--- config.mk ---
export PLATFORM = sky130hd
export DESIGN_NAME = waveform_column_plotter
export DESIGN_NICKNAME = d
export VERILOG_FILES = /design/src/hw/rtl/wcp_pkg.sv /design/src/hw/rtl/wcp_ctrl.sv /design/src/hw/rtl/wcp_datapath.sv /design/src/hw/rtl/waveform_column_plotter.sv
export SDC_FILE = /design/constraint.sdc
export NUM_CORES = 2
export LEC_CHECK = 0
export BUFFER_PORTS_ARGS = -buffer_cell sky130_fd_sc_hd__buf_4
export CAP_MARGIN = 20
export CORE_ASPECT_RATIO = 0.8
export CORE_MARGIN = 2
export CORE_UTILIZATION = 45
export DETAILED_ROUTE_END_ITERATION = 8
export HOLD_SLACK_MARGIN = 0.05
export SLEW_MARGIN = 10
export SYNTH_ARGS = -nofsm -noshare
export SYNTH_HDL_FRONTEND = slang
export SYNTH_SLANG_ARGS = --single-unit
--- constraint.sdc ---
create_clock -name clk -period 12.15 [get_ports clk]
set_input_delay 1.215 -clock clk [delete_from_list [all_inputs] [get_ports clk]]
set_output_delay 1.215 -clock clk [all_outputs]
set_load 0.02 [all_outputs]
--- src/hw/rtl/wcp_pkg.sv ---
package wcp_pkg;

  // field widths
  localparam int SMP_W      = 12;
  localparam int SCORE_W    = 10;
  localparam int ROW_W      = 9;
  localparam int FS_W       = 12;
  localparam int THR_W      = 10;
  localparam int RUN_W      = 4;
  localparam int HOLD_W     = 5;
  localparam int PHASE_W    = 5;

  // divider widths: numerator is row scale times sample
  localparam int DIV_W      = SMP_W + ROW_W;
  localparam int DCNT_W     = $clog2(ROW_W);

  // stream and config port widths
  localparam int IN_DATA_W  = 24;
  localparam int OUT_DATA_W = 24;
  localparam int CFG_IDX_W  = 2;
  localparam int CFG_DATA_W = 12;

  // register reset values
  localparam logic [FS_W-1:0]   FS_RESET   = 12'd3846;
  localparam logic [THR_W-1:0]  THR_RESET  = 10'd614;
  localparam logic [RUN_W-1:0]  RUN_RESET  = 4'd15;
  localparam logic [HOLD_W-1:0] HOLD_RESET = 5'd16;

  // register indexes
  typedef enum logic [CFG_IDX_W-1:0] {
    CFG_FULL_SCALE = 2'd0,
    CFG_THRESHOLD  = 2'd1,
    CFG_RUN_LENGTH = 2'd2,
    CFG_HOLD       = 2'd3
  } cfg_idx_t;

  // controller to datapath
  typedef struct packed {
    logic load;
    logic mul;
    logic step;
    logic finish;
  } wcp_cmd_t;

  // datapath to controller
  typedef struct packed {
    logic div_last;
    logic out_busy;
  } wcp_status_t;

endpackage

--- src/hw/rtl/wcp_ctrl.sv ---
module wcp_ctrl
  import wcp_pkg::*;
(
  input  logic        clk,
  input  logic        rst,
  input  logic        in_valid,
  output logic        in_ready,
  input  wcp_status_t status,
  output wcp_cmd_t    cmd
);

  typedef enum logic [3:0] {
    S_IDLE = 4'b0001,
    S_MUL  = 4'b0010,
    S_DIV  = 4'b0100,
    S_FIN  = 4'b1000
  } state_t;

  state_t state, state_next;

  // state register
  always_ff @(posedge clk) begin
    if (rst) begin
      state <= S_IDLE;
    end else begin
      state <= state_next;
    end
  end

  assign in_ready = (state == S_IDLE);

  // next state and commands
  always_comb begin
    state_next = state;
    cmd        = '0;
    case (state)
      S_IDLE: begin
        if (in_valid) begin
          cmd.load   = 1'b1;
          state_next = S_MUL;
        end
      end
      S_MUL: begin
        cmd.mul    = 1'b1;
        state_next = S_DIV;
      end
      S_DIV: begin
        cmd.step = 1'b1;
        if (status.div_last) begin
          state_next = S_FIN;
        end
      end
      S_FIN: begin
        if (!status.out_busy) begin
          cmd.finish = 1'b1;
          state_next = S_IDLE;
        end
      end
      default: begin
        state_next = S_IDLE;
      end
    endcase
  end

endmodule

--- src/hw/rtl/wcp_datapath.sv ---
module wcp_datapath
  import wcp_pkg::*;
#(
  parameter int DELAY_LEN   = 192,
  parameter int SCREEN_ROWS = 272
) (
  input  logic                  clk,
  input  logic                  rst,
  input  wcp_cmd_t              cmd,
  output wcp_status_t           status,
  input  logic [SMP_W-1:0]      in_sample,
  input  logic [SCORE_W-1:0]    in_score,
  input  logic                  in_freeze,
  input  logic                  cfg_we,
  input  logic [CFG_IDX_W-1:0]  cfg_idx,
  input  logic [CFG_DATA_W-1:0] cfg_wdata,
  output logic                  out_valid,
  input  logic                  out_ready,
  output logic                  out_column_valid,
  output logic [ROW_W-1:0]      out_span_top,
  output logic [ROW_W-1:0]      out_span_bottom,
  output logic                  out_artifact_mark,
  output logic                  out_run_model
);

  localparam int PTR_W = (DELAY_LEN > 1) ? $clog2(DELAY_LEN) : 1;
  localparam logic [PTR_W-1:0] PTR_LAST = PTR_W'(DELAY_LEN - 1);
  localparam logic [ROW_W-1:0] TOP_ROW  = ROW_W'(SCREEN_ROWS - 1);

  // configuration registers
  logic [FS_W-1:0]   full_scale;
  logic [THR_W-1:0]  artifact_threshold;
  logic [RUN_W-1:0]  run_length;
  logic [HOLD_W-1:0] hold_length;

  always_ff @(posedge clk) begin
    if (rst) begin
      full_scale         <= FS_RESET;
      artifact_threshold <= THR_RESET;
      run_length         <= RUN_RESET;
      hold_length        <= HOLD_RESET;
    end else if (cfg_we) begin
      case (cfg_idx_t'(cfg_idx))
        CFG_FULL_SCALE: full_scale         <= cfg_wdata[FS_W-1:0];
        CFG_THRESHOLD:  artifact_threshold <= cfg_wdata[THR_W-1:0];
        CFG_RUN_LENGTH: run_length         <= cfg_wdata[RUN_W-1:0];
        CFG_HOLD:       hold_length        <= cfg_wdata[HOLD_W-1:0];
        default: ;
      endcase
    end
  end

  // captured input word
  logic [SMP_W-1:0]   sample_r;
  logic [SCORE_W-1:0] score_r;
  logic               freeze_r;
  logic               sat_r;

  always_ff @(posedge clk) begin
    if (cmd.load) begin
      sample_r <= in_sample;
      score_r  <= in_score;
      freeze_r <= in_freeze;
      sat_r    <= (in_sample >= full_scale);
    end
  end

  // row delay memory, read at load, written at finish
  logic [ROW_W-1:0] row_mem [DELAY_LEN];
  logic [ROW_W-1:0] rd_data;
  logic [PTR_W-1:0] ptr;
  logic             filled;
  logic [ROW_W-1:0] new_row;

  always_ff @(posedge clk) begin
    if (cmd.load) begin
      rd_data <= row_mem[ptr];
    end
  end

  always_ff @(posedge clk) begin
    if (cmd.finish) begin
      row_mem[ptr] <= new_row;
    end
  end

  // pointer walks the memory in order, so one flag marks a full first pass
  always_ff @(posedge clk) begin
    if (rst) begin
      ptr    <= '0;
      filled <= 1'b0;
    end else if (cmd.finish) begin
      if (ptr == PTR_LAST) begin
        ptr    <= '0;
        filled <= 1'b1;
      end else begin
        ptr <= ptr + 1'b1;
      end
    end
  end

  // restoring divider, one quotient bit per cycle
  logic [DIV_W-1:0]  rem;
  logic [DIV_W-1:0]  dsh;
  logic [ROW_W-1:0]  quot;
  logic [DCNT_W-1:0] div_cnt;

  always_ff @(posedge clk) begin
    if (cmd.mul) begin
      rem     <= {{SMP_W{1'b0}}, TOP_ROW} * {{ROW_W{1'b0}}, sample_r};
      dsh     <= {{ROW_W{1'b0}}, full_scale} << (ROW_W - 1);
      quot    <= '0;
      div_cnt <= DCNT_W'(ROW_W - 1);
    end else if (cmd.step) begin
      if (rem >= dsh) begin
        rem  <= rem - dsh;
        quot <= {quot[ROW_W-2:0], 1'b1};
      end else begin
        quot <= {quot[ROW_W-2:0], 1'b0};
      end
      dsh     <= dsh >> 1;
      div_cnt <= div_cnt - 1'b1;
    end
  end

  assign new_row = sat_r ? '0 : (TOP_ROW - quot);

  // column state
  logic [ROW_W-1:0]   last_row;
  logic [RUN_W-1:0]   run_count;
  logic [HOLD_W-1:0]  hold_count;
  logic [PHASE_W-1:0] sample_phase;

  logic [ROW_W-1:0]  cur_row;
  logic [RUN_W-1:0]  run_count_next;
  logic [HOLD_W-1:0] hold_count_next;
  logic              mark;
  logic [ROW_W-1:0]  top;
  logic [ROW_W-1:0]  bottom;

  assign cur_row = filled ? rd_data : TOP_ROW;

  // artifact run detector and hold
  always_comb begin
    run_count_next  = run_count;
    hold_count_next = hold_count;
    mark            = 1'b0;
    if (score_r > artifact_threshold) begin
      if (run_count >= run_length) begin
        hold_count_next = hold_length;
      end else begin
        run_count_next = run_count + 1'b1;
      end
    end else begin
      run_count_next = '0;
    end
    if (hold_count_next != '0) begin
      mark            = 1'b1;
      hold_count_next = hold_count_next - 1'b1;
    end
  end

  // span joining previous and current rows
  always_comb begin
    if (last_row == cur_row) begin
      top    = cur_row;
      bottom = cur_row;
    end else if (last_row > cur_row) begin
      top    = cur_row;
      bottom = last_row - 1'b1;
    end else begin
      top    = last_row + 1'b1;
      bottom = cur_row;
    end
  end

  always_ff @(posedge clk) begin
    if (rst) begin
      last_row     <= '0;
      run_count    <= '0;
      hold_count   <= '0;
      sample_phase <= '0;
    end else if (cmd.finish) begin
      sample_phase <= sample_phase + 1'b1;
      if (!freeze_r) begin
        last_row   <= cur_row;
        run_count  <= run_count_next;
        hold_count <= hold_count_next;
      end
    end
  end

  // output register
  always_ff @(posedge clk) begin
    if (rst) begin
      out_valid <= 1'b0;
    end else if (cmd.finish) begin
      out_valid <= 1'b1;
    end else if (out_ready) begin
      out_valid <= 1'b0;
    end
  end

  always_ff @(posedge clk) begin
    if (cmd.finish) begin
      out_column_valid  <= !freeze_r;
      out_span_top      <= freeze_r ? '0 : top;
      out_span_bottom   <= freeze_r ? '0 : bottom;
      out_artifact_mark <= !freeze_r && mark;
      out_run_model     <= (sample_phase == '0);
    end
  end

  assign status.div_last = (div_cnt == '0);
  assign status.out_busy = out_valid && !out_ready;

endmodule

--- src/hw/rtl/waveform_column_plotter.sv ---
// sequence: an input word passes through the accept state, the multiply state, the
//   9-step divider and the finish state, which registers the result word and waits
//   while the previous result is held; a new word is accepted only after the finish
// reset: synchronous active-high rst clears control, counters and registers to
//   their defaults; the row memory is not cleared, unread rows count as the bottom row
module waveform_column_plotter
  import wcp_pkg::*;
#(
  parameter int DELAY_LEN   = 192,
  parameter int SCREEN_ROWS = 272
) (
  input  logic                  clk,
  input  logic                  rst,
  // sample[11:0], artifact_score[21:12], zero pad
  input  logic [IN_DATA_W-1:0]  s_tdata,
  // freeze
  input  logic                  s_tuser,
  input  logic                  s_tvalid,
  output logic                  s_tready,
  // span_top[8:0], span_bottom[17:9], artifact_mark[18], run_model[19], zero pad
  output logic [OUT_DATA_W-1:0] m_tdata,
  // column_valid
  output logic                  m_tuser,
  output logic                  m_tvalid,
  input  logic                  m_tready,
  input  logic                  cfg_valid,
  output logic                  cfg_ready,
  input  logic [CFG_IDX_W-1:0]  cfg_index,
  input  logic [CFG_DATA_W-1:0] cfg_data
);

  wcp_cmd_t         cmd;
  wcp_status_t      status;
  logic [ROW_W-1:0] span_top;
  logic [ROW_W-1:0] span_bottom;
  logic             artifact_mark;
  logic             run_model;

  // registers are always writable
  assign cfg_ready = 1'b1;

  wcp_ctrl u_ctrl (
    .clk      (clk),
    .rst      (rst),
    .in_valid (s_tvalid),
    .in_ready (s_tready),
    .status   (status),
    .cmd      (cmd)
  );

  wcp_datapath #(
    .DELAY_LEN   (DELAY_LEN),
    .SCREEN_ROWS (SCREEN_ROWS)
  ) u_datapath (
    .clk               (clk),
    .rst               (rst),
    .cmd               (cmd),
    .status            (status),
    .in_sample         (s_tdata[SMP_W-1:0]),
    .in_score          (s_tdata[SMP_W+SCORE_W-1:SMP_W]),
    .in_freeze         (s_tuser),
    .cfg_we            (cfg_valid && cfg_ready),
    .cfg_idx           (cfg_index),
    .cfg_wdata         (cfg_data),
    .out_valid         (m_tvalid),
    .out_ready         (m_tready),
    .out_column_valid  (m_tuser),
    .out_span_top      (span_top),
    .out_span_bottom   (span_bottom),
    .out_artifact_mark (artifact_mark),
    .out_run_model     (run_model)
  );

  // pack result word
  assign m_tdata = {{(OUT_DATA_W - 2 * ROW_W - 2){1'b0}},
                    run_model, artifact_mark, span_bottom, span_top};

endmodule

==> impl_metrics.json <==
{
  "grt_pass1_vias": 37793,
  "worstPathRequired_ps": 12660,
  "synth_edf_count": 1815,
  "hp-class": "reg -> reg",
  "via_per_inst": 5.80,
  "cts_max_level": 4,
  "start_util": 0.452,
  "worstPathArrival_ps": 5530,
  "hold_violations": 0,
  "cp_max_fo": 138,
  "synth_async_sr_flop_share": 0,
  "ys_types": 63,
  "cpPeakStageDelay_ps": 780,
  "drt_iter0_drc": 4184,
  "boundaryPins": 72,
  "fin_skew_ps": 28.7,
  "peakVddDrop_mv": 0.139,
  "synth_seq_area_share": 0.728,
  "grt_pass1_wl_um": 262000,
  "p_leak_nw": 25.8,
  "post-place-ws_ps": 7100,
  "cts_root_buf": "clkbuf_16",
  "track_usage": 0.205,
  "reg2reg_from": "u_datapath.ptr[1]",
  "grt_start_max_net_pins": 193,
  "crit_top_cell": "mux4_2",
  "drv_cap": 0,
  "drtAntennaViolNets": 0,
  "syn_avg_cell_area_um2": 19.2,
  "p_per_area_nw_per_um2": 156,
  "crit_path_top_delay_cell": "nor4_1",
  "final_area_um2": 86300,
  "worstRegToRegCells": 7,
  "grt-ovfl-total": 0,
  "clockBufferDepth": 3,
  "r2r_setup_slack_ps": 7130,
  "core-area_um2": 171000,
  "cts_resized": 0,
  "ys_warn_count": 0,
  "drive_above_1_share": 0.215,
  "firstDrtPassIters": 6,
  "synthCells": 4035,
  "min_path_cells": 2,
  "status": "finished, final reports clean",
  "dpl-instance-area_um2": 80300,
  "worstReg2RegEnd": "u_datapath.rd_data[8]",
  "path_cells": "buf_4 > buf_12 > mux4_2 > mux4_2 > a32o_1 > nor4_1 > o221ai_1",
  "critPathCaptureType": "register",
  "vias": 38068,
  "cts_setup_buffers": 0,
  "die_area_um2": 175000,
  "fin_crit_ps": 5020,
  "synth_flop_cell": "edfxtp_1",
  "die_y_um": 375,
  "cts_sinks": 1904,
  "hold_buffers": 0,
  "rsz0062_at_grt": "no",
  "fin_tns_setup_ps": 0,
  "maxSlewHeadroom": 0.198,
  "synth_seq_cells": 1904,
  "max_freq_mhz": 199,
  "setup_viol": 0,
  "holdPathEnd": "u_datapath.artifact_threshold[8]",
  "cts_tree": "done",
  "totalWireLength_um": 179000,
  "min_from": "u_datapath.artifact_threshold[8]",
  "worst_slew_pin_slew_ps": 1200,
  "drv_slew": 0,
  "insertion_delay_ps": 820,
  "syn_to_final_growth_pct": 11.7,
  "dpl.hpwl_um": 107000,
  "drcViolationCount": 0,
  "finalCritPeriodShare": 0.413,
  "io_buffers": 64,
  "grt_antenna_before_repair": 3,
  "synth_area_um2": 77300,
  "rows": 136,
  "setup.worst_path.class": "reg -> reg",
  "gp_routability_congestion": 0.807,
  "clk_pin_slew_worst_paths_ps": 60,
  "fin_ws_ps": 7130,
  "post_drt_wl_per_cell_um": 27.3,
  "start_kind": "register",
  "cts_buffers": 183,
  "nets": 4319,
  "die_w_um": 467,
  "totalPowerFinal_mw": 13.5
}
Yosys cell counts, drive strengths merged (30+ instances only):
master,count,share of area
mux4,492,0.14
o21ai,55,0.0036
nand2,101,0.0049
buf,96,0.0073
mux2i,34,0.0044
edfxtp,1815,0.70
xor2,30,0.0034
dfxtp,89,0.023
clkbuf,132,0.0064
a21oi,125,0.0081
inv,152,0.0074
a22o,31,0.0035
nand3,46,0.0030
ha,114,0.018
nor2,317,0.015
a211oi,34,0.0034
a22oi,49,0.0048
layout make-up:
type	instances	area [um^2]
clock buffer	219	4820
sequential	1904	56300
timing repair buffer	137	1150
fill	13842	84900
tap	2277	2850
multi-input combinational	1753	19500
clock inverter	113	1100
inverter	153	574
antenna	2	5.00
flip-flops by register name, indices dropped and copies added, names as in the netlist, 5 cells and up:
signal                         count
u_datapath.row_mem              1728
u_datapath.rem                    21
u_datapath.dsh                    20
u_datapath.full_scale             12
u_datapath.sample_r               12
u_datapath.artifact_threshold     10
u_datapath.score_r                10
u_datapath.last_row                9
u_datapath.out_span_bottom         9
u_datapath.out_span_top            9
u_datapath.quot                    9
u_datapath.rd_data                 9
u_datapath.ptr                     8
u_datapath.hold_count              5
u_datapath.hold_length             5
u_datapath.sample_phase            5
worst max-delay path by stage:
stage | from | to | slack (ps) | cells after the start
final | u_datapath.ptr[1] | u_datapath.rd_data[8] | 7130 | 7
after global routing | u_datapath.sample_r[9] | u_datapath.rem[18] | 6860 | 15
after CTS | u_datapath.ptr[0] | u_datapath.rd_data[8] | 7070 | 8
after detailed placement | u_datapath.ptr[0] | u_datapath.rd_data[8] | 7100 | 8
after global placement | u_datapath.ptr[0] | u_datapath.rd_data[8] | 7110 | 8
after floorplan | u_datapath.quot[4] | u_datapath.row_mem[0][5] | 5620 | 3
cells by family after synthesis:
logic type,after synthesis,share of synthesized area
and+or+nand+nor,606,0.0350
DFF,1904,0.728
AOI/OAI and AO/OA,417,0.0358
buffers and inverters,381,0.0212
xor gates and xnor gates,56,0.00634
muxes,526,0.148
other,2,0.0000971
adders and majority gates,143,0.0260
metal layers:
layer	track usage	wire length [um]	up-vias	share of wire
li1	-	-	16455	-
met1	0.316	80700	20087	0.45
met2	0.298	80700	1285	0.45
met3	0.0435	13500	241	0.076
met4	0.0552	4020	0	0.022
met5	0	0	-	0
critical path, delay by kind of cell (launching register included):
family	cells	cell delay, ps
AOI/OAI and AO/OA	2	620
muxes	2	980
DFF	1	740
buffers and inverters	2	1400
and+or+nand+nor	1	780
power by group:
part / total [mW] / switching, mW / internal, mW
registers: 7.23 / 0.0231 / 7.21
clock network: 5.68 / 2.43 / 3.25
logic: 0.569 / 0.364 / 0.205
stage by stage:
stage / std cells / util / hold WS [ps]
3_3_place_gp: 6217 / 0.469 / 445
4_1_cts: 6549 / 0.504 / 457
5_1_grt: 6556 / 0.504 / 494
3_5_place_dp: 6217 / 0.469 / 449
2_1_floorplan: 4038 / - / 436
6_report: 6558 / 0.504 / 458
cells in the final DEF, fill, tap and decap left out, types with 26 or more instances in the layout:
cell,instances
edfxtp_1,1815
mux4_2,492
nor2_1,308
clkbuf_16,188
inv_1,152
buf_4,127
a21oi_1,125
ha_1,114
nand2_1,101
dfxtp_1,85
a22oi_1,49
clkinv_1,46
nand3_1,45
o21ai_0,45
mux2i_1,34
a211oi_1,33
a22o_1,31
clkbuf_1,31
xor2_1,30
clkinv_2,30
fa_1,29
nand2b_1,27
xnor2_1,26
Power figures use the tool's default switching activity.
